`config.mk`:
```
export PLATFORM = sky130hd
export DESIGN_NAME = threat_escalation_fsm_top
export DESIGN_NICKNAME = d
export VERILOG_FILES = /design/src/tef_pkg.sv /design/src/threat_escalation_fsm_top.sv /design/src/tef_cfg_regs.sv /design/src/tef_core.sv
export SDC_FILE = /design/constraint.sdc
export NUM_CORES = 1
export LEC_CHECK = 0
export ABC_AREA = 0
export BUFFER_PORTS_ARGS = -buffer_cell sky130_fd_sc_hd__buf_2
export CORE_MARGIN = 2
export CORE_UTILIZATION = 55
export CTS_CLUSTER_DIAMETER = 100
export DETAILED_ROUTE_END_ITERATION = 8
export PLACE_DENSITY_LB_ADDON = 0.1
export SYNTH_ARGS = -nofsm -noshare
export SYNTH_HDL_FRONTEND = slang
export SYNTH_SLANG_ARGS = --single-unit
```
`constraint.sdc`:
```
create_clock -name clk_i -period 11.4 [get_ports clk_i]
set_input_delay 2.28 -clock clk_i [delete_from_list [all_inputs] [get_ports clk_i]]
set_output_delay 2.28 -clock clk_i [all_outputs]
set_load 0.02 [all_outputs]
```
`src/tef_pkg.sv`:
```
package tef_pkg;

  localparam int unsigned CfgIdxW  = 2;
  localparam int unsigned CfgDataW = 32;

  localparam logic [CfgIdxW-1:0] CFG_MOTION_THR  = 2'd0;
  localparam logic [CfgIdxW-1:0] CFG_PROX_THR    = 2'd1;
  localparam logic [CfgIdxW-1:0] CFG_LOCK_TMO    = 2'd2;
  localparam logic [CfgIdxW-1:0] CFG_STREAK_MIN  = 2'd3;

  localparam logic [15:0] MOTION_THR_RST = 16'd1500;
  localparam logic [15:0] PROX_THR_RST   = 16'd500;
  localparam logic [31:0] LOCK_TMO_RST   = 32'd5000;
  localparam logic [3:0]  STREAK_MIN_RST = 4'd2;

  localparam logic [3:0]  STREAK_MAX = 4'd15;

  typedef enum logic [2:0] {
    MODE_IDLE  = 3'b001,
    MODE_ALERT = 3'b010,
    MODE_LOCK  = 3'b100
  } mode_e;

  typedef enum logic [1:0] {
    DEC_NONE  = 2'd0,
    DEC_ALERT = 2'd1,
    DEC_LOCK  = 2'd2
  } dec_e;

  typedef struct packed {
    logic [15:0] motion_thr;
    logic [15:0] prox_thr;
    logic [31:0] lock_tmo;
    logic [3:0]  streak_min;
  } cfg_t;

  typedef struct packed {
    logic [15:0] motion_mg;
    logic [15:0] range_mm;
    logic        anomaly_sustained;
    logic [31:0] now_tick;
  } sample_t;

endpackage

```
`src/threat_escalation_fsm_top.sv`:
```
// The accepted item is registered in s1_q; its decision is registered in dec_q when it advances.
// Throughput: one item per cycle while the output is not stalled; the core state updates per advance.
// The input stage stalls only while the output register holds an untaken item.
// Reset (async, active low) clears the valid flags of both stages, puts the mode in idle
// with a zero entry tick and streak, and loads the configuration registers with defaults.
module threat_escalation_fsm_top (
  input  logic                          clk_i,
  input  logic                          rst_ni,
  input  logic                          cfg_we_i,
  input  logic [tef_pkg::CfgIdxW-1:0]   cfg_idx_i,
  input  logic [tef_pkg::CfgDataW-1:0]  cfg_data_i,
  input  logic                          in_valid_i,
  output logic                          in_stall_o,
  input  logic [15:0]                   motion_mg_i,
  input  logic [15:0]                   range_mm_i,
  input  logic                          anomaly_sustained_i,
  input  logic [31:0]                   now_tick_i,
  output logic                          out_valid_o,
  input  logic                          out_stall_i,
  output logic [1:0]                    decision_o
);

  tef_pkg::cfg_t    cfg;
  tef_pkg::sample_t s1_q;
  tef_pkg::dec_e    dec_d, dec_q;
  logic             s1_valid_q, s1_valid_d;
  logic             out_valid_q, out_valid_d;
  logic             in_acc, out_adv;

  assign out_adv    = s1_valid_q && (!out_valid_q || !out_stall_i);
  assign in_stall_o = s1_valid_q && !out_adv;
  assign in_acc     = in_valid_i && !in_stall_o;

  tef_cfg_regs u_cfg (
    .clk_i      (clk_i),
    .rst_ni     (rst_ni),
    .cfg_we_i   (cfg_we_i),
    .cfg_idx_i  (cfg_idx_i),
    .cfg_data_i (cfg_data_i),
    .cfg_o      (cfg)
  );

  tef_core u_core (
    .clk_i    (clk_i),
    .rst_ni   (rst_ni),
    .fire_i   (out_adv),
    .cfg_i    (cfg),
    .sample_i (s1_q),
    .dec_o    (dec_d)
  );

  always_comb begin
    s1_valid_d = s1_valid_q;
    if (in_acc) begin
      s1_valid_d = 1'b1;
    end else if (out_adv) begin
      s1_valid_d = 1'b0;
    end
    out_valid_d = out_valid_q;
    if (out_adv) begin
      out_valid_d = 1'b1;
    end else if (!out_stall_i) begin
      out_valid_d = 1'b0;
    end
  end

  always_ff @(posedge clk_i or negedge rst_ni) begin
    if (!rst_ni) begin
      s1_valid_q  <= 1'b0;
      out_valid_q <= 1'b0;
    end else begin
      s1_valid_q  <= s1_valid_d;
      out_valid_q <= out_valid_d;
    end
  end

  always_ff @(posedge clk_i) begin
    if (in_acc) begin
      s1_q.motion_mg         <= motion_mg_i;
      s1_q.range_mm          <= range_mm_i;
      s1_q.anomaly_sustained <= anomaly_sustained_i;
      s1_q.now_tick          <= now_tick_i;
    end
    if (out_adv) begin
      dec_q <= dec_d;
    end
  end

  assign out_valid_o = out_valid_q;
  assign decision_o  = dec_q;

endmodule

```
`src/tef_cfg_regs.sv`:
```
module tef_cfg_regs (
  input  logic                          clk_i,
  input  logic                          rst_ni,
  input  logic                          cfg_we_i,
  input  logic [tef_pkg::CfgIdxW-1:0]   cfg_idx_i,
  input  logic [tef_pkg::CfgDataW-1:0]  cfg_data_i,
  output tef_pkg::cfg_t                 cfg_o
);

  tef_pkg::cfg_t cfg_q, cfg_d;

  always_comb begin
    cfg_d = cfg_q;
    if (cfg_we_i) begin
      case (cfg_idx_i)
        tef_pkg::CFG_MOTION_THR: cfg_d.motion_thr = cfg_data_i[15:0];
        tef_pkg::CFG_PROX_THR:   cfg_d.prox_thr   = cfg_data_i[15:0];
        tef_pkg::CFG_LOCK_TMO:   cfg_d.lock_tmo   = cfg_data_i[31:0];
        tef_pkg::CFG_STREAK_MIN: cfg_d.streak_min = cfg_data_i[3:0];
        default: cfg_d = cfg_q;
      endcase
    end
  end

  always_ff @(posedge clk_i or negedge rst_ni) begin
    if (!rst_ni) begin
      cfg_q.motion_thr <= tef_pkg::MOTION_THR_RST;
      cfg_q.prox_thr   <= tef_pkg::PROX_THR_RST;
      cfg_q.lock_tmo   <= tef_pkg::LOCK_TMO_RST;
      cfg_q.streak_min <= tef_pkg::STREAK_MIN_RST;
    end else begin
      cfg_q <= cfg_d;
    end
  end

  assign cfg_o = cfg_q;

endmodule

```
`src/tef_core.sv`:
```
module tef_core (
  input  logic              clk_i,
  input  logic              rst_ni,
  input  logic              fire_i,
  input  tef_pkg::cfg_t     cfg_i,
  input  tef_pkg::sample_t  sample_i,
  output tef_pkg::dec_e     dec_o
);

  tef_pkg::mode_e mode_q, mode_d;
  logic [31:0]    enter_q, enter_d;
  logic [3:0]     streak_q, streak_d;

  logic        motion, near, anom, dual, supported;
  logic [31:0] elapsed;
  logic [3:0]  streak_up;

  assign motion    = sample_i.motion_mg > cfg_i.motion_thr;
  assign near      = (sample_i.range_mm != 16'd0) &&
                     (sample_i.range_mm < cfg_i.prox_thr);
  assign anom      = sample_i.anomaly_sustained;
  assign dual      = motion && near;
  assign supported = anom && (motion || near);
  assign elapsed   = sample_i.now_tick - enter_q;
  assign streak_up = (streak_q == tef_pkg::STREAK_MAX) ? streak_q : streak_q + 4'd1;

  always_comb begin
    mode_d   = mode_q;
    enter_d  = enter_q;
    streak_d = streak_q;
    dec_o    = tef_pkg::DEC_NONE;
    case (mode_q)
      tef_pkg::MODE_IDLE: begin
        if (motion || near || anom) begin
          mode_d   = tef_pkg::MODE_ALERT;
          enter_d  = sample_i.now_tick;
          streak_d = 4'd0;
          dec_o    = tef_pkg::DEC_ALERT;
        end
      end
      tef_pkg::MODE_ALERT: begin
        if (dual || supported) begin
          streak_d = anom ? streak_up : 4'd0;
          if (dual || (streak_d >= cfg_i.streak_min)) begin
            mode_d  = tef_pkg::MODE_LOCK;
            enter_d = sample_i.now_tick;
            dec_o   = tef_pkg::DEC_LOCK;
          end else begin
            dec_o = tef_pkg::DEC_ALERT;
          end
        end else if (!motion && !near && !anom) begin
          mode_d   = tef_pkg::MODE_IDLE;
          enter_d  = sample_i.now_tick;
          streak_d = 4'd0;
        end else begin
          streak_d = 4'd0;
          dec_o    = tef_pkg::DEC_ALERT;
        end
      end
      tef_pkg::MODE_LOCK: begin
        if (elapsed > cfg_i.lock_tmo) begin
          mode_d  = tef_pkg::MODE_IDLE;
          enter_d = sample_i.now_tick;
        end else begin
          dec_o = tef_pkg::DEC_LOCK;
        end
      end
      default: mode_d = tef_pkg::MODE_IDLE;
    endcase
  end

  always_ff @(posedge clk_i or negedge rst_ni) begin
    if (!rst_ni) begin
      mode_q   <= tef_pkg::MODE_IDLE;
      enter_q  <= 32'd0;
      streak_q <= 4'd0;
    end else if (fire_i) begin
      mode_q   <= mode_d;
      enter_q  <= enter_d;
      streak_q <= streak_d;
    end
  end

endmodule

```
==> metrics.md, run 1 <==
| Metric | Value |
|---|---|
| Number of global-route vias before repair | `6791` |
| Largest net degree at the start of global routing | `66` |
| F_max | `~170 MHz` |
| Max VDD drop | `~0.00018 V` |
| Worst skew pair latency | `0.44 ns` |
| RSZ-0062 raised after global routing | `no` |
| DR WL/cell | `~16 µm` |
| Setup-failing EPs final | `0` |
| Post-Syn Instances | `between 800 and 900` |
| Yosys top cell area share | `around 22%` |
| Crit path arrival time | `6.06 ns` |
| Hold crit path type | `reg -> reg` |
| Post-CTS Setup Inserts | `0` |
| EDFF count, synth | `between 60 and 70` |
| Crit Path Max Fanout | `32` |
| Die height | `138.4 µm` |
| Setup ws final | `~5.7 ns` |
| Internal power | `1.754 mW` |
| Inst Count DP | `1192` |
| Clk network pwr share | `22.3%` |
| Top-Level Pins | `approximately 110` |
| Overflow after GRT | `0` |
| Global-route wire length before repair | `approximately 34000 µm` |
| Worst Setup EP | `u_core.enter_q[0]` |
| Setup_tns | `0 ns` |
| Flop pwr share | `a little under a third` |
| Die area | `~0.019 mm²` |
| Post-route minimum period | `approximately 5.7 ns` |
| Yosys warns | `0` |
| Fin. max-slew vios | `0` |
| R2R Setup Slk | `around 5.7 ns` |
| Fin crit share | `50.35%` |
| Total wire length | `between 20000 and 25000 µm` |
| Clock-pin slew on the worst setup and hold paths | `~0.07 ns` |
| Power Density | `241.8 mW/mm²` |
| FP Rows | `a little under 50` |
| DR DRC count | `0` |
| Synth Cell Area | `about 0.01 mm²` |
| Fraction of registers with async set/reset | `~62%` |
| Via count | `roughly 6700` |
| Initial core utilization | `around 56%` |
| Crit path from | `s1_q[0]` |
| Top-count cell post-synth | `inv_1` |
| Initial DRC Count | `~370` |
| Worst EP required | `between 10 and 15 ns` |
| Synth cell types | `between 60 and 70` |
| Initial DRT Pass Iterations | `5` |
| Total clock buffers created by CTS | `17` |
| Average vias per placed instance | `between 5 and 6` |
| Critical R2R Launch | `s1_q[0]` |
| Worst-case reg-to-reg path depth | `21` |
| CTS Hold Bufs | `0` |
| Clock Path Buffers | `2` |
| Post-Layout Cell Count | `1225` |
| Leak | `5.296 nW` |
| Share of layout cells above drive strength 1 | `approximately a quarter` |
| Synthesized net count | `between 1000 and 1500` |
| Clock skew | `roughly 0.0073 ns` |
| CTS tree | `built` |
| Startpoint types | `flop` |
| PostCTS Resize Cnt | `0` |
| Comb power frac | `a little under half` |
| P&R area growth vs syn | `14.29%` |
| Top cells by count, synth | `inv_1 (119), ha_1 (99), dfrtp_1 (89)` |
| Synth area leaders | `dfrtp_1 (22%), edfxtp_1 (20%), ha_1 (12%), mux2_2 (6.8%), dfstp_2 (5.3%)` |
| Relative slew slack | `39.15%` |
| Worst r2r dst | `u_core.enter_q[0]` |
| Switching share of power | `36.09%` |
| Critical Path Sink Type | `flop` |
| Synthesized flop and latch total | `176` |
| Net count reported at finish | `approximately 1200` |
| Mean Syn Cell Area | `around 12 µm²` |
| Worst Tran Pin Value | `just over 0.9 ns` |
| Max-cap violations | `0` |
| Place WS | `5.701 ns` |
| Predominant post-synthesis flop cell | `dfrtp_1` |
| I/O Buffers | `approximately 110` |
| Initial antenna violation count | `1` |
| ANT nets after route | `0` |
| GPL Wtd Cong | `roughly 0.85` |
| H-Tree Depth | `4` |
| Placeable Area | `between 0.015 and 0.02 mm²` |
| Total clock sinks | `176` |
| Post-DP HPWL | `14560 µm` |
| Root buffer cell | `clkbuf_16` |
| Status | `completed` |
| Endpoints failing hold | `0` |
| Setup Crit Path Kind | `reg -> reg` |
| Synth area leader | `dfrtp_1` |
| Overall Global Routing Usage | `22.28%` |
| Post-synthesis sequential area ratio | `a little under half` |
| NetSw | `990.4 µW` |
| Die width | `around 140 µm` |
-- worst max-delay path: stages (launching register included) --
cell       delay [ns]
edfxtp_1         0.39
inv_1            0.07
ha_1             0.16
inv_1            0.06
fa_1             0.40
a21o_1           0.19
a21boi_1         0.18
o21ai_0          0.16
o41ai_2          0.54
and4_1           0.35
o21ai_1          0.11
a2111oi_0        0.40
a311oi_1         0.10
ha_1             0.30
and4_1           0.22
nand2_1          0.07
o21ai_0          0.31
o211a_1          0.18
o21ai_1          0.11
a2111oi_4        0.35
buf_4            0.57
mux2_2           0.41
-- flip-flops by register name, indices dropped and copies added, names as in the netlist --
signal,count
s1_valid_q,1
decision_o,2
out_valid_o,1
u_cfg.cfg_o,68
s1_q,65
u_core.enter_q,32
u_core.mode_q,3
u_core.streak_q,4
-- per-layer routing --
layer	GRT usage (%)	vias to the layer above	routed length (µm)
met2	36.22	126	9602
met1	29.82	3215	9380
li1	-	3349	-
met3	5.369	31	784
met5	0	-	0
met4	6.928	0	373
-- layout make-up --
| type | count | area [µm²] |
|---|---|---|
| clock inverter | 14 | 176.4 |
| inverter | 119 | 446.7 |
| sequential | 176 | 4765 |
| fill | 1426 | 6490 |
| clock buffer | 18 | 439.2 |
| timing repair buffer | 112 | 575.6 |
| tap | 229 | 286.5 |
| antenna | 1 | 2.502 |
| multi-input combinational | 556 | 4659 |
-- per-stage QoR --
step	area, µm²	power [mW]	util [%]	hold slack (ns)
floorplan	9932	1.861	-	0.4434
global placement	10730	2.109	60.16	0.4516
detailed placement	10730	2.129	60.16	0.4634
CTS	11350	2.761	63.61	0.4801
global route	11350	2.983	63.61	0.4983
finish	11350	2.744	63.62	0.4785
-- how the worst min path moves through the flow --
| stage | slack [ns] | end | depth (start not counted) | start |
|---|---|---|---|---|
| floorplan | 0.44 | out_valid_o | 1 | s1_valid_q |
| global placement | 0.45 | out_valid_o | 1 | s1_valid_q |
| detailed placement | 0.46 | out_valid_o | 1 | s1_valid_q |
| CTS | 0.48 | out_valid_o | 1 | s1_valid_q |
| global route | 0.50 | out_valid_o | 1 | s1_valid_q |
| finish | 0.48 | out_valid_o | 1 | s1_valid_q |
-- layout by cell type (no fill, tap or decap), types with 17 or more instances in the layout --
cell type / count
dfrtp_1: 89
mux2_4: 30
xnor2_1: 21
mux2_2: 60
buf_2: 106
inv_1: 119
a21oi_1: 56
nor2_1: 28
edfxtp_1: 67
ha_1: 99
o21ai_0: 36
dfstp_2: 20
clkbuf_16: 17
nand2_1: 46
a21o_1: 23
-- kinds of logic (layout without fill, tap and decap cells) --
group | count (synthesis) | in the layout | synth area share [%]
compound gates | 176 | 176 | 11.92
xor+xnor | 28 | 28 | 2.469
fa+ha+maj | 100 | 100 | 12.67
buf+inv | 131 | 263 | 5.178
flops | 176 | 176 | 47.97
mux | 94 | 94 | 11.74
other cells | 0 | 1 | 0
simple gates | 158 | 158 | 8.050
-- power by group through the flow --
stage               registers [mW]  logic (mW)  clock network, mW
finish                       0.876        1.26              0.613
global route                 0.893        1.44              0.651
CTS                          0.876        1.26              0.624
detailed placement           0.882        1.25                  0
global placement             0.881        1.23                  0
floorplan                    0.865       0.996                  0
Power figures use the tool's default switching activity.
==> run 2: changes to the inputs <==
==> constraint.sdc (replaced) <==
create_clock -name clk_i -period 5.6 [get_ports clk_i]
set_input_delay 1.12 -clock clk_i [delete_from_list [all_inputs] [get_ports clk_i]]
set_output_delay 1.12 -clock clk_i [all_outputs]
set_load 0.02 [all_outputs]
==> metrics.md, run 2 (same netlist as run 1, synthesis figures left out) <==
| Metric | Value |
|---|---|
| Status | `completed` |
| Power Density | `489.6 mW/mm²` |
| Post-DP HPWL | `14700 µm` |
| Metal-1 WL | `9597 µm` |
| Setup Crit Path Kind | `reg -> reg` |
| Fin crit share | `about nine tenths` |
| Worst r2r dst | `u_core.enter_q[3]` |
| Top layer in use | `met4` |
| Net count reported at finish | `between 1000 and 1500` |
| Max-cap violations | `0` |
| Die area | `~0.019 mm²` |
| Most frequent cells in the layout | `inv_1 (119), buf_2 (106), ha_1 (99)` |
| DR DRC count | `0` |
| Max reg flops | `slightly below 70` |
| ANT nets after route | `0` |
| Worst Tran Pin Value | `~0.92 ns` |
| Most common cell after layout, fill and taps aside | `inv_1` |
| Met3 WL | `754 µm` |
| Die width | `138.4 µm` |
| Hold path endpoint | `out_valid_o` |
| Endpoints failing hold | `0` |
| Total clock sinks | `176` |
| F_max | `just under 200 MHz` |
| Placeable Area | `0.01784 mm²` |
| Initial DRT Pass Iterations | `7` |
| Setup ws final | `approximately 0.45 ns` |
| Top-Level Pins | `around 110` |
| Setup_tns | `0 ns` |
| Average vias per placed instance | `5.497` |
| Number of global-route vias before repair | `slightly below 7000` |
| Worst EP required | `about 5.9 ns` |
| Worst hold stages | `1` |
| Share of layout cells above drive strength 1 | `between 20% and 30%` |
| Hold crit path type | `reg -> reg` |
| Met2 WL | `~9600 µm` |
| Post-route minimum period | `a little over 5 ns` |
| Total wire length | `roughly 20000 µm` |
| Overflow after GRT | `0` |
| GPL Wtd Cong | `slightly above 0.8` |
| Worst-case reg-to-reg path depth | `21` |
| Initial antenna violation count | `0` |
| Post-CTS Setup Inserts | `0` |
| CTS Hold Bufs | `0` |
| Die height | `138.4 µm` |
| Overall Global Routing Usage | `between 20% and 30%` |
| Root buffer cell | `clkbuf_16` |
| Setup-failing EPs final | `0` |
| P&R area growth vs syn | `14.17%` |
| Clock-pin slew on the worst setup and hold paths | `roughly 0.07 ns` |
| Max VDD drop | `just under 0.0003 V` |
| Crit path arrival time | `roughly 5.5 ns` |
| FP Rows | `49` |
| DR WL/cell | `16.60 µm` |
| RSZ-0062 raised after global routing | `no` |
| Initial DRC Count | `about 370` |
| Initial core utilization | `a little under three fifths` |
| Fin. max-slew vios | `0` |
| Worst skew pair latency | `0.44 ns` |
| H-Tree Depth | `4` |
| Global-route wire length before repair | `about 34000 µm` |
| Relative slew slack | `roughly two fifths` |
| I/O Buffers | `107` |
| Leak | `~5.3 nW` |
| Critical Path Sink Type | `flop` |
| Via count | `6739` |
| Critical R2R Launch | `s1_q[0]` |
| Clock Path Buffers | `2` |
| Total clock buffers created by CTS | `17` |
| Startpoint types | `flop` |
| Clock skew | `approximately 0.014 ns` |
| N_diodes | `0` |
| Place WS | `0.3369 ns` |
| R2R Setup Slk | `0.45 ns` |
| Crit Path Max Fanout | `16` |
| CTS tree | `built` |
| HP Start | `s1_valid_q` |
| Largest net degree at the start of global routing | `between 60 and 70` |
==> run 2: worst max-delay path, stage by stage, from the launching register on <==
cell	delay, ns
edfxtp_1	0.39
inv_1	0.07
ha_1	0.16
inv_1	0.05
fa_1	0.39
a21o_1	0.19
a21boi_1	0.17
o21ai_0	0.16
o41ai_2	0.38
and4_1	0.30
o21ai_1	0.12
and2_1	0.20
a311o_1	0.35
ha_1	0.26
and4_1	0.20
nand2_1	0.07
o21ai_1	0.23
o211a_1	0.16
o21ai_1	0.11
a2111oi_4	0.39
buf_6	0.34
mux2_4	0.33
==> run 2: report_power, final <==
part	leakage, nW	internal, mW	switching, mW
registers	1.92	1.63	0.151
clock network	0.271	0.656	0.505
logic	3.09	1.24	1.37
total	5.28	3.53	2.03
==> run 2: what timing repair did <==
action                                  4_1_cts  5_1_grt
endpoints found under the hold margin         0        0
resized for setup                             0        3
endpoints found under the setup margin        0       33
==> run 2: how the worst max path moves through the flow <==
stage          slack, ns            endpoint  startpoint  depth (start not counted)
4_1_cts             0.31   u_core.enter_q[1]     s1_q[0]                         21
2_1_floorplan       0.70  u_core.enter_q[10]     s1_q[0]                         21
5_1_grt             0.04   u_core.enter_q[8]     s1_q[0]                         21
3_3_place_gp        0.43   u_core.enter_q[1]     s1_q[0]                         21
6_report            0.45   u_core.enter_q[3]     s1_q[0]                         21
3_5_place_dp        0.34   u_core.enter_q[1]     s1_q[0]                         21
==> run 2: layer usage <==
metal,vias to the layer above,GRT usage [%]
met5,-,0
met4,0,6.122
met3,28,5.057
met2,133,37.23
met1,3245,29.29
li1,3333,-
==> run 2: cell type report <==
cell class / count / area, µm²
Clock buffer: 19 / 432.9
Clock inverter: 13 / 136.4
Fill cell: 1423 / 6501
Inverter: 119 / 446.7
Multi-Input combinational cell: 556 / 4661
Sequential cell: 176 / 4765
Tap cell: 229 / 286.5
Timing Repair Buffer: 114 / 611.8
==> run 2: metrics by stage <==
step | std cells | cell area [µm²] | hold WS [ns] | power, mW | util, %
6_report | 1226 | 11340 | 0.4969 | 5.552 | 63.56
5_1_grt | 1226 | 11340 | 0.5130 | 6.024 | 63.56
4_1_cts | 1225 | 11320 | 0.4931 | 5.550 | 63.46
3_5_place_dp | 1193 | 10750 | 0.4660 | 4.360 | 60.27
3_3_place_gp | 1193 | 10750 | 0.4566 | 4.309 | 60.27
2_1_floorplan | 863 | 9932 | 0.4434 | 3.788 | -
==> run 3: changes to the inputs <==
--- a/config.mk
+++ b/config.mk
@@ -7,6 +7,7 @@
 export LEC_CHECK = 0
 export ABC_AREA = 0
 export BUFFER_PORTS_ARGS = -buffer_cell sky130_fd_sc_hd__buf_2
+export CAP_MARGIN = 20
 export CORE_MARGIN = 2
 export CORE_UTILIZATION = 55
 export CTS_CLUSTER_DIAMETER = 100
@@ -14,4 +15,5 @@
 export PLACE_DENSITY_LB_ADDON = 0.1
 export SYNTH_ARGS = -nofsm -noshare
 export SYNTH_HDL_FRONTEND = slang
+export SYNTH_HIERARCHICAL = 1
 export SYNTH_SLANG_ARGS = --single-unit
==> metrics.md, run 3 <==
| Metric | Value |
|---|---|
| Status | `completed` |
| Number of global-route vias before repair | `~6600` |
| Inst Count DP | `approximately 1200` |
| Top-Level Pins | `about 110` |
| Top-count cell post-synth | `inv_1` |
| Post-route cell area | `~0.011 mm²` |
| Fraction of registers with async set/reset | `around 62%` |
| Overall Global Routing Usage | `between 20 and 25%` |
| Post-Syn Instances | `slightly below 900` |
| Total clock sinks | `~180` |
| Setup_tns | `0 ns` |
| Max incr delay on CP | `between 0.5 and 0.6 ns` |
| Worst path bufs/invs | `3` |
| I/O Buffers | `about 110` |
| Gr busiest metal | `met2` |
| Fin util | `63.68%` |
| Worst-case reg-to-reg path depth | `22` |
| Post-route minimum period | `just over 5 ns` |
| Clock-pin slew on the worst setup and hold paths | `~0.070 ns` |
| Leak | `approximately 5.4 nW` |
| Overflow after GRT | `0` |
| Cell Chain, Critical Path | `inv_1, ha_1, inv_1, fa_1, a211oi_1, o21ai_0, o211ai_1, a21o_1, a31oi_1, nor2_1, nor4bb_1, a311o_1, ha_1, nand4_1, or4_1, mux2_2, nor2_1, a31oi_1, o21a_1, o2111ai_4, clkbuf_16, mux2_4` |
| Die height | `139.1 µm` |
| DR DRC count | `0` |
| Fin. max-slew vios | `0` |
| Yosys top cell area share | `around 22%` |
| Initial antenna violation count | `0` |
| Most common cell after layout, fill and taps aside | `inv_1` |
| Dpl cell area | `about 0.011 mm²` |
| Post-synthesis sequential area ratio | `about 47%` |
| Delay-heaviest family, CP | `compound AO/OA/AOI/OAI gates` |
| Critical Path Sink Type | `flop` |
| Initial DRC Count | `between 500 and 600` |
| Critical R2R Launch | `s1_q[0]` |
| Fill count | `1500` |
| Endpoints failing hold | `0` |
| Setup-failing EPs final | `0` |
| Post-Layout Cell Count | `about 1200` |
| Max reg flops | `68` |
| Worst path slowest cell | `or4_1` |
| CTS tree | `built` |
| Die area | `roughly 0.019 mm²` |
| Initial DRT Pass Iterations | `6` |
| Power Density | `489.8 mW/mm²` |
| Total clock buffers created by CTS | `17` |
| Crit path arrival time | `between 5 and 6 ns` |
| Relative slew slack | `a little under two fifths` |
| N_diodes | `0` |
| Mean Syn Cell Area | `approximately 12 µm²` |
| Placeable Area | `~0.018 mm²` |
| Synth area leader | `dfrtp_1` |
| Share of layout cells above drive strength 1 | `roughly 28%` |
| Place WS | `approximately 0.34 ns` |
| Yosys warns | `6` |
| Predominant post-synthesis flop cell | `dfrtp_1` |
| Post-DP HPWL | `approximately 15000 µm` |
| F_max | `193.4 MHz` |
| Fin crit share | `between 90% and 100%` |
| EDFF count, synth | `67` |
| Most frequent cells in the layout | `inv_1 (114), buf_2 (106), ha_1 (99)` |
| ANT nets after route | `0` |
| Worst r2r dst | `u_core/enter_q[8]` |
| Crit path from | `s1_q[0]` |
| WP depth | `22` |
| DR WL/cell | `between 15 and 20 µm` |
| Max VDD drop | `0.0005469 V` |
| Clock Path Buffers | `2` |
| Synth area leaders | `dfrtp_1 (22%), edfxtp_1 (20%), ha_1 (12%), mux2_2 (8.2%), dfstp_2 (5.2%)` |
| Met3 track demand over resource | `4.109%` |
| Synthesized net count | `roughly 1100` |
| Synthesized flop and latch total | `176` |
| Net count reported at finish | `1187` |
| H-Tree Depth | `4` |
| Worst Tran Pin Value | `about 0.93 ns` |
| Top cells by count, synth | `inv_1 (114), ha_1 (99), dfrtp_1 (89)` |
| Worst EP required | `5.93 ns` |
| Grt met2 use | `35.34%` |
| Worst skew pair latency | `around 0.44 ns` |
| Synth Cell Area | `between 0.01 and 0.015 mm²` |
| Root buffer cell | `clkbuf_16` |
| Hold Slack | `0.5000 ns` |
| Crit Path Max Fanout | `16` |
| Global-route wire length before repair | `33490 µm` |
| M1 GR Usage | `a little under a third` |
| Startpoint types | `flop` |
| Setup ws final | `0.4306 ns` |
| Average vias per placed instance | `about 5.5` |
| Synth cell types | `63` |
| RSZ-0062 raised after global routing | `no` |
| P&R area growth vs syn | `13.96%` |
| Clock skew | `roughly 0.0097 ns` |
| FP Rows | `between 40 and 50` |
| Setup Crit Path Kind | `reg -> reg` |
| Largest net degree at the start of global routing | `slightly above 70` |
| R2R Setup Slk | `0.43 ns` |
| Total wire length | `between 20000 and 25000 µm` |
| Via count | `slightly below 7000` |
| Hold crit path type | `reg -> reg` |
| GPL Wtd Cong | `~0.85` |
| Worst Setup EP | `u_core/enter_q[8]` |
| Max-cap violations | `0` |
| Total Power | `~5.6 mW` |
| Die width | `roughly 140 µm` |
| Initial core utilization | `55.88%` |
==> run 3: timing repair <==
item                       4_1_cts  5_1_grt
buffers inserted                 0        0
hold buffers                     0        0
setup endpoints to repair        0       32
resized for setup                0        1
==> run 3: logic make-up after synthesis <==
family          count (synthesis)  synth area share [%]
flops                         176                 47.46
compound gates                169                 11.22
simple gates                  164                 8.538
buf+inv                       127                 5.235
mux                           108                 13.17
fa+ha+maj                     100                 12.54
xor+xnor                       21                 1.832
==> run 3: worst min-delay path by stage <==
stage / cells past startpoint / start / slack [ns] / endpoint
floorplan: 1 / s1_valid_q / 0.47 / out_valid_o
global placement: 1 / s1_valid_q / 0.48 / out_valid_o
detailed placement: 1 / s1_valid_q / 0.49 / out_valid_o
CTS: 1 / s1_valid_q / 0.51 / out_valid_o
global route: 1 / s1_valid_q / 0.52 / out_valid_o
finish: 1 / s1_valid_q / 0.50 / out_valid_o
==> run 3: layout make-up <==
| type | instances | area, µm² | area share, % |
|---|---|---|---|
| timing repair buffer | 112 | 605.6 | 5.294 |
| tap | 229 | 286.5 | 2.505 |
| clock buffer | 17 | 425.4 | 3.719 |
| multi-input combinational | 562 | 4757 | 41.58 |
| inverter | 114 | 427.9 | 3.741 |
| clock inverter | 15 | 172.7 | 1.509 |
| sequential | 176 | 4765 | 41.65 |
==> run 3: power by group <==
group	internal (mW)	total, mW	switching [mW]
logic	1.24	2.61	1.37
registers	1.63	1.79	0.153
clock network	0.638	1.21	0.572
==> run 3: layer usage <==
| metal | wire length, µm | vias to the layer above |
|---|---|---|
| met5 | 0 | - |
| met1 | 9828 | 3202 |
| met2 | 9758 | 155 |
| met3 | 716 | 21 |
| li1 | - | 3362 |
| met4 | 263 | 0 |
